File: src/sv/bda_pkg.sv
// ----------------------------------------------------------------------------
// bda_pkg
// Shared constants and types of the box downscale averaging core.
// ----------------------------------------------------------------------------
package bda_pkg;

    // sizing
    localparam int MAX_WIDTH   = 1024;
    localparam int MAX_FACTOR  = 16;

    // field and register widths
    localparam int PIX_W       = 8;
    localparam int CFG_F_W     = 5;
    localparam int CFG_W_W     = 11;
    localparam int CFG_DATA_W  = 11;
    localparam int CFG_IDX_W   = 1;

    // derived widths
    localparam int COL_W       = $clog2(MAX_WIDTH);
    localparam int OC_W        = COL_W + 1;
    localparam int PH_W        = $clog2(MAX_FACTOR);
    localparam int F_W         = PH_W + 1;
    localparam int SUM_W       = PIX_W + 2 * PH_W;
    localparam int FSQ_W       = 2 * PH_W + 1;
    localparam int DVD_W       = (SUM_W > OC_W) ? SUM_W : OC_W;
    localparam int CNT_W       = $clog2(DVD_W + 1);
    localparam int STORE_W     = 3 * SUM_W;

    // register reset values
    localparam int RST_FACTOR  = 2;
    localparam int RST_WIDTH   = 1024;
    localparam int RST_COLS    = RST_WIDTH / RST_FACTOR;
    localparam int RST_USABLE  = RST_COLS * RST_FACTOR;
    localparam int RST_FSQ     = RST_FACTOR * RST_FACTOR;

    localparam logic [PIX_W-1:0] PIX_MAX = {PIX_W{1'b1}};

    // register indexes
    localparam logic [CFG_IDX_W-1:0] REG_FACTOR     = 1'b0;
    localparam logic [CFG_IDX_W-1:0] REG_LINE_WIDTH = 1'b1;

    typedef struct packed {
        logic [PIX_W-1:0] red;
        logic [PIX_W-1:0] green;
        logic [PIX_W-1:0] blue;
        logic             frame_start;
    } pixel_t;

    typedef struct packed {
        logic [PIX_W-1:0] red_out;
        logic [PIX_W-1:0] green_out;
        logic [PIX_W-1:0] blue_out;
        logic             row_end;
    } mean_t;

    typedef struct packed {
        logic [SUM_W-1:0] red;
        logic [SUM_W-1:0] green;
        logic [SUM_W-1:0] blue;
    } sum_t;

    typedef struct packed {
        logic             busy;
        logic [DVD_W-1:0] quotient;
        logic [FSQ_W-1:0] remainder;
    } div_stat_t;

endpackage

File: src/sv/bda_div.sv
// ----------------------------------------------------------------------------
// bda_div
// Restoring divider, one quotient bit per cycle.
// ----------------------------------------------------------------------------
module bda_div (
    input  logic                       clk,
    input  logic                       rst_n,
    input  logic                       start,
    input  logic [bda_pkg::DVD_W-1:0]  dividend,
    input  logic [bda_pkg::FSQ_W-1:0]  divisor,
    output bda_pkg::div_stat_t         stat
);

    logic                       busy_reg,    busy_next;
    logic [bda_pkg::CNT_W-1:0]  cnt_reg,     cnt_next;
    logic [bda_pkg::DVD_W-1:0]  quo_reg,     quo_next;
    logic [bda_pkg::FSQ_W-1:0]  rem_reg,     rem_next;
    logic [bda_pkg::FSQ_W-1:0]  dsr_reg,     dsr_next;
    logic [bda_pkg::FSQ_W:0]    trial;
    logic                       fits;

    // shift the next dividend bit into the partial remainder
    assign trial = {rem_reg, quo_reg[bda_pkg::DVD_W-1]};
    assign fits  = (trial >= {1'b0, dsr_reg});

    always_comb
    begin
        busy_next = busy_reg;
        cnt_next  = cnt_reg;
        quo_next  = quo_reg;
        rem_next  = rem_reg;
        dsr_next  = dsr_reg;
        if (start)
        begin
            busy_next = 1'b1;
            cnt_next  = bda_pkg::CNT_W'(bda_pkg::DVD_W);
            quo_next  = dividend;
            rem_next  = '0;
            dsr_next  = divisor;
        end
        else if (busy_reg)
        begin
            if (fits)
            begin
                rem_next = bda_pkg::FSQ_W'(trial - {1'b0, dsr_reg});
            end
            else
            begin
                rem_next = trial[bda_pkg::FSQ_W-1:0];
            end
            quo_next = {quo_reg[bda_pkg::DVD_W-2:0], fits};
            cnt_next = cnt_reg - 1'b1;
            if (cnt_reg == bda_pkg::CNT_W'(1))
            begin
                busy_next = 1'b0;
            end
        end
    end

    always_ff @(posedge clk or negedge rst_n)
    begin
        if (!rst_n)
        begin
            busy_reg <= 1'b0;
            cnt_reg  <= '0;
        end
        else
        begin
            busy_reg <= busy_next;
            cnt_reg  <= cnt_next;
        end
    end

    always_ff @(posedge clk)
    begin
        quo_reg <= quo_next;
        rem_reg <= rem_next;
        dsr_reg <= dsr_next;
    end

    assign stat.busy      = busy_reg;
    assign stat.quotient  = quo_reg;
    assign stat.remainder = rem_reg;

endmodule

File: config.mk
export PLATFORM = sky130hd
export DESIGN_NAME = bda_div
export DESIGN_NICKNAME = d
export VERILOG_FILES = /design/src/sv/bda_pkg.sv /design/src/sv/bda_div.sv
export SDC_FILE = /design/constraint.sdc
export NUM_CORES = 1
export LEC_CHECK = 0
export BUFFER_PORTS_ARGS = -buffer_cell sky130_fd_sc_hd__buf_2
export CAP_MARGIN = 20
export CORE_AREA = 2 2 81 83
export CTS_CLUSTER_SIZE = 10
export DETAILED_ROUTE_END_ITERATION = 6
export DIE_AREA = 0 0 83 85
export GPL_TIMING_DRIVEN = 0
export PLACE_DENSITY = 0.63
export SLEW_MARGIN = 20
export SYNTH_ARGS = -nofsm -noshare
export SYNTH_HDL_FRONTEND = slang
export SYNTH_SLANG_ARGS = --single-unit
File: constraint.sdc
create_clock -name clk -period 2.6 [get_ports clk]
set_input_delay 0.26 -clock clk [delete_from_list [all_inputs] [get_ports clk]]
set_output_delay 0.26 -clock clk [all_outputs]
set_load 0.05 [all_outputs]
==> results by group <==
CTS
  • Clock-pin slew on the worst setup and hold paths: 80 ps
  • TritonCTS buffer count: 5
  • Clock sinks: 40
  • CTS root buf: clkbuf_8
  • Post-cts gate resize count: 0
  • Worst-skew pair later-pin latency: 290 ps
  • CTS H-tree depth: 2
  • Max Root-Sink Buffers: 2
  • CTS tree: built

Synth
  • Distinct cell type count of the synthesized netlist: 47
  • Cell Area, Synth: 2090 um2
  • Cell count after synthesis: 177
  • Top-area cell type share of the netlist area: 36.0%
  • Post-synth EDFFs: 25
  • Synth area leader: edfxtp_1
  • Synth area leaders: edfxtp_1 36%, dfxtp_1 8.6%, mux2_2 8.1%
  • Fraction of registers with async set/reset: 15.0%
  • Sequential fraction of the synthesis area: 51.8%
  • FF+latch count, synth: 40
  • Post-Syn Nets: 217
  • Synth warnings: 0
  • Synth Flop Type: edfxtp_1
  • Syn avg cell area: 11.8 um2

Routing
  • DR WL/cell: 13.3 um
  • DR iter-0 viols: 81
  • # DRC: 0
  • DRT antenna net count: 0
  • Vias per cell: 4.84
  • Drt total wl: 4.20 mm
  • First-pass detailed-route iteration total: 4
  • Vias post-DR: 1530

Power and ir drop
  • Peak supply drop: 0.326 mV
  • Total power: 2.65 mW
  • P_leak: 1.11 nW
  • Power density cells: 1030 nW/um2

Timing
  • Peak Freq: 423 MHz
  • Slew Limit Fails: 0
  • Period minus WS final: 2360 ps
  • Final setup vio count: 0
  • Worst-margin pin slew: 738 ps
  • RSZ-0062 raised after global routing: false
  • Final hold vios: 0
  • Fin Setup TNS: 0 ps
  • Skew final: 5.89 ps
  • Worst Setup Slack, final: 238 ps
  • Period utilisation layout: 90.9%
  • Slew HR: 50.4%

Cells and area
  • Net count, final: 278
  • Largest register FFs: 16
  • Share of cells above drive strength 1: 34.3%
  • Register Area: 1080 um2
  • Commonest non-fill, non-tap cells in the layout: 53 x buf_2, 25 x edfxtp_1, 15 x mux2_2
  • Footprint of the multi-input gates: 915 um2
  • Antenna cell count: 0
  • P&R area growth vs syn: 23.2%
  • Fill cells: 612
  • Design Area, Final: 2570 um2
  • Most common cell after layout, fill and taps aside: buf_2

Critical path
  • Crit path DAT: 2530 ps
  • Critical path class: reg2reg
  • CP Capture Type: flop
  • Critical path fanouts, max: 6
  • Critical path required time: 2760 ps
  • R2r worst-path depth: 9
  • CP startpoint kind: flop

Worst hold path
  • Hold WC Path Type: in2reg
  • Hold path depth: 1

Outcome
  • Outcome: finished, final reports clean

Global route
  • Initial antenna violation count: 0
  • Total global-route track usage: 12.1%
  • Gr ovfl total: 0
  • Vias in the first global route: 1480
  • First-pass GRT wire length: 6.97 mm
  • Pin count of the biggest net entering global routing: 17

Placement
  • Hpwl dp: 3.22 mm
  • GP Congestion: 0.864
  • Area post-placement: 2450 um2
  • Pre-CTS setup slack: 271 ps
  • Input/output buffers: 53

Run
  • Max cap viols: 0

Die
  • # rows: 29
  • I/O pin total: 54
  • Die Ht: 85 um
  • Die width: 83 um
  • Die area: 7060 um2
  • Initial core utilization: 33.6%
  • Core Box Area: 6200 um2
==> cell families (layout without fill, tap and decap cells) <==
family / after synthesis / after routing / synth area share [%]
buf+inv: 21 / 83 / 4.32
simple gates: 42 / 42 / 10.3
fa+ha+maj: 12 / 12 / 7.56
mux: 15 / 15 / 8.10
compound gates: 38 / 38 / 14.1
xor+xnor: 9 / 9 / 3.78
flops: 40 / 40 / 51.8
==> Yosys cell counts, types with 3 or more instances <==
cell type	instances
clkbuf_1	3
edfxtp_1	25
o31ai_1	5
xor2_1	4
nand3_1	4
o21ai_0	4
dfxtp_1	9
inv_1	14
dfrtp_1	6
a21o_1	4
nor3_1	4
nand4_1	4
mux2_2	15
xnor2_1	5
nand2_1	8
ha_1	11
nor2_1	11
a21oi_1	4
==> metrics by stage <==
step,utilization [%],hold slack (ps),std cells
2_1_floorplan,-,-35.6,177
3_3_place_gp,39.4,91.7,307
3_5_place_dp,39.4,93.1,307
4_1_cts,41.4,128,316
5_1_grt,41.4,132,316
6_report,41.4,143,316
==> worst max-delay path, cell delays in order (launching register included) <==
cell and delay [ps]:
edfxtp_1 440, inv_1 80, ha_1 170, inv_1 60
fa_1 420, a211oi_1 320, or2_4 200, a21boi_1 140
o21ai_0 270, o211ai_1 140
==> routing by layer <==
| metal | up-vias | GRT usage [%] | wire (um) | share of wire (%) |
|---|---|---|---|---|
| li1 | 783 | - | - | - |
| met2 | 34 | 19.1 | 2010 | 48 |
| met5 | - | 0 | 0 | 0 |
| met3 | 4 | 2.43 | 184 | 4.4 |
| met1 | 709 | 16.3 | 1960 | 47 |
| met4 | 0 | 5.22 | 46 | 1.1 |
==> final cells by class <==
cell class              instances  share of cell area [%]
inverters                      14                    2.05
repair buffers                 54                    10.7
multi-input cells             116                    35.6
plain buffers                   7                    1.46
clock buffers                   5                    2.68
clock inverters                 3                    1.66
flip-flops and latches         40                    42.1
well taps                      77                    3.75
==> worst paths after layout <==
kind | start | end | slack (ps)
min reg2reg | rem_reg[8] | rem_reg[8] | 490
max reg2reg | quo_reg[15] | rem_reg[6] | 240
max | quo_reg[15] | rem_reg[6] | 240
min in group asynchronous | rst_n | cnt_reg[4] | 320
max in group asynchronous | rst_n | busy_reg | 2140
min | divisor[1] | dsr_reg[1] | 140
==> what timing repair did <==
item / CTS / global route
endpoints found under the hold margin: 6 / 0
setup buffers: 0 / 0
hold buffers: 1 / 0
==> power breakdown <==
group | switching (mW) | internal [mW] | leakage (nW) | total [mW]
Clock | 0.218 | 0.284 | 0.0558 | 0.502
Combinational | 0.774 | 0.416 | 0.652 | 1.19
Sequential | 0.129 | 0.831 | 0.401 | 0.960
No activity file was read; power rests on OpenSTA's default activity.
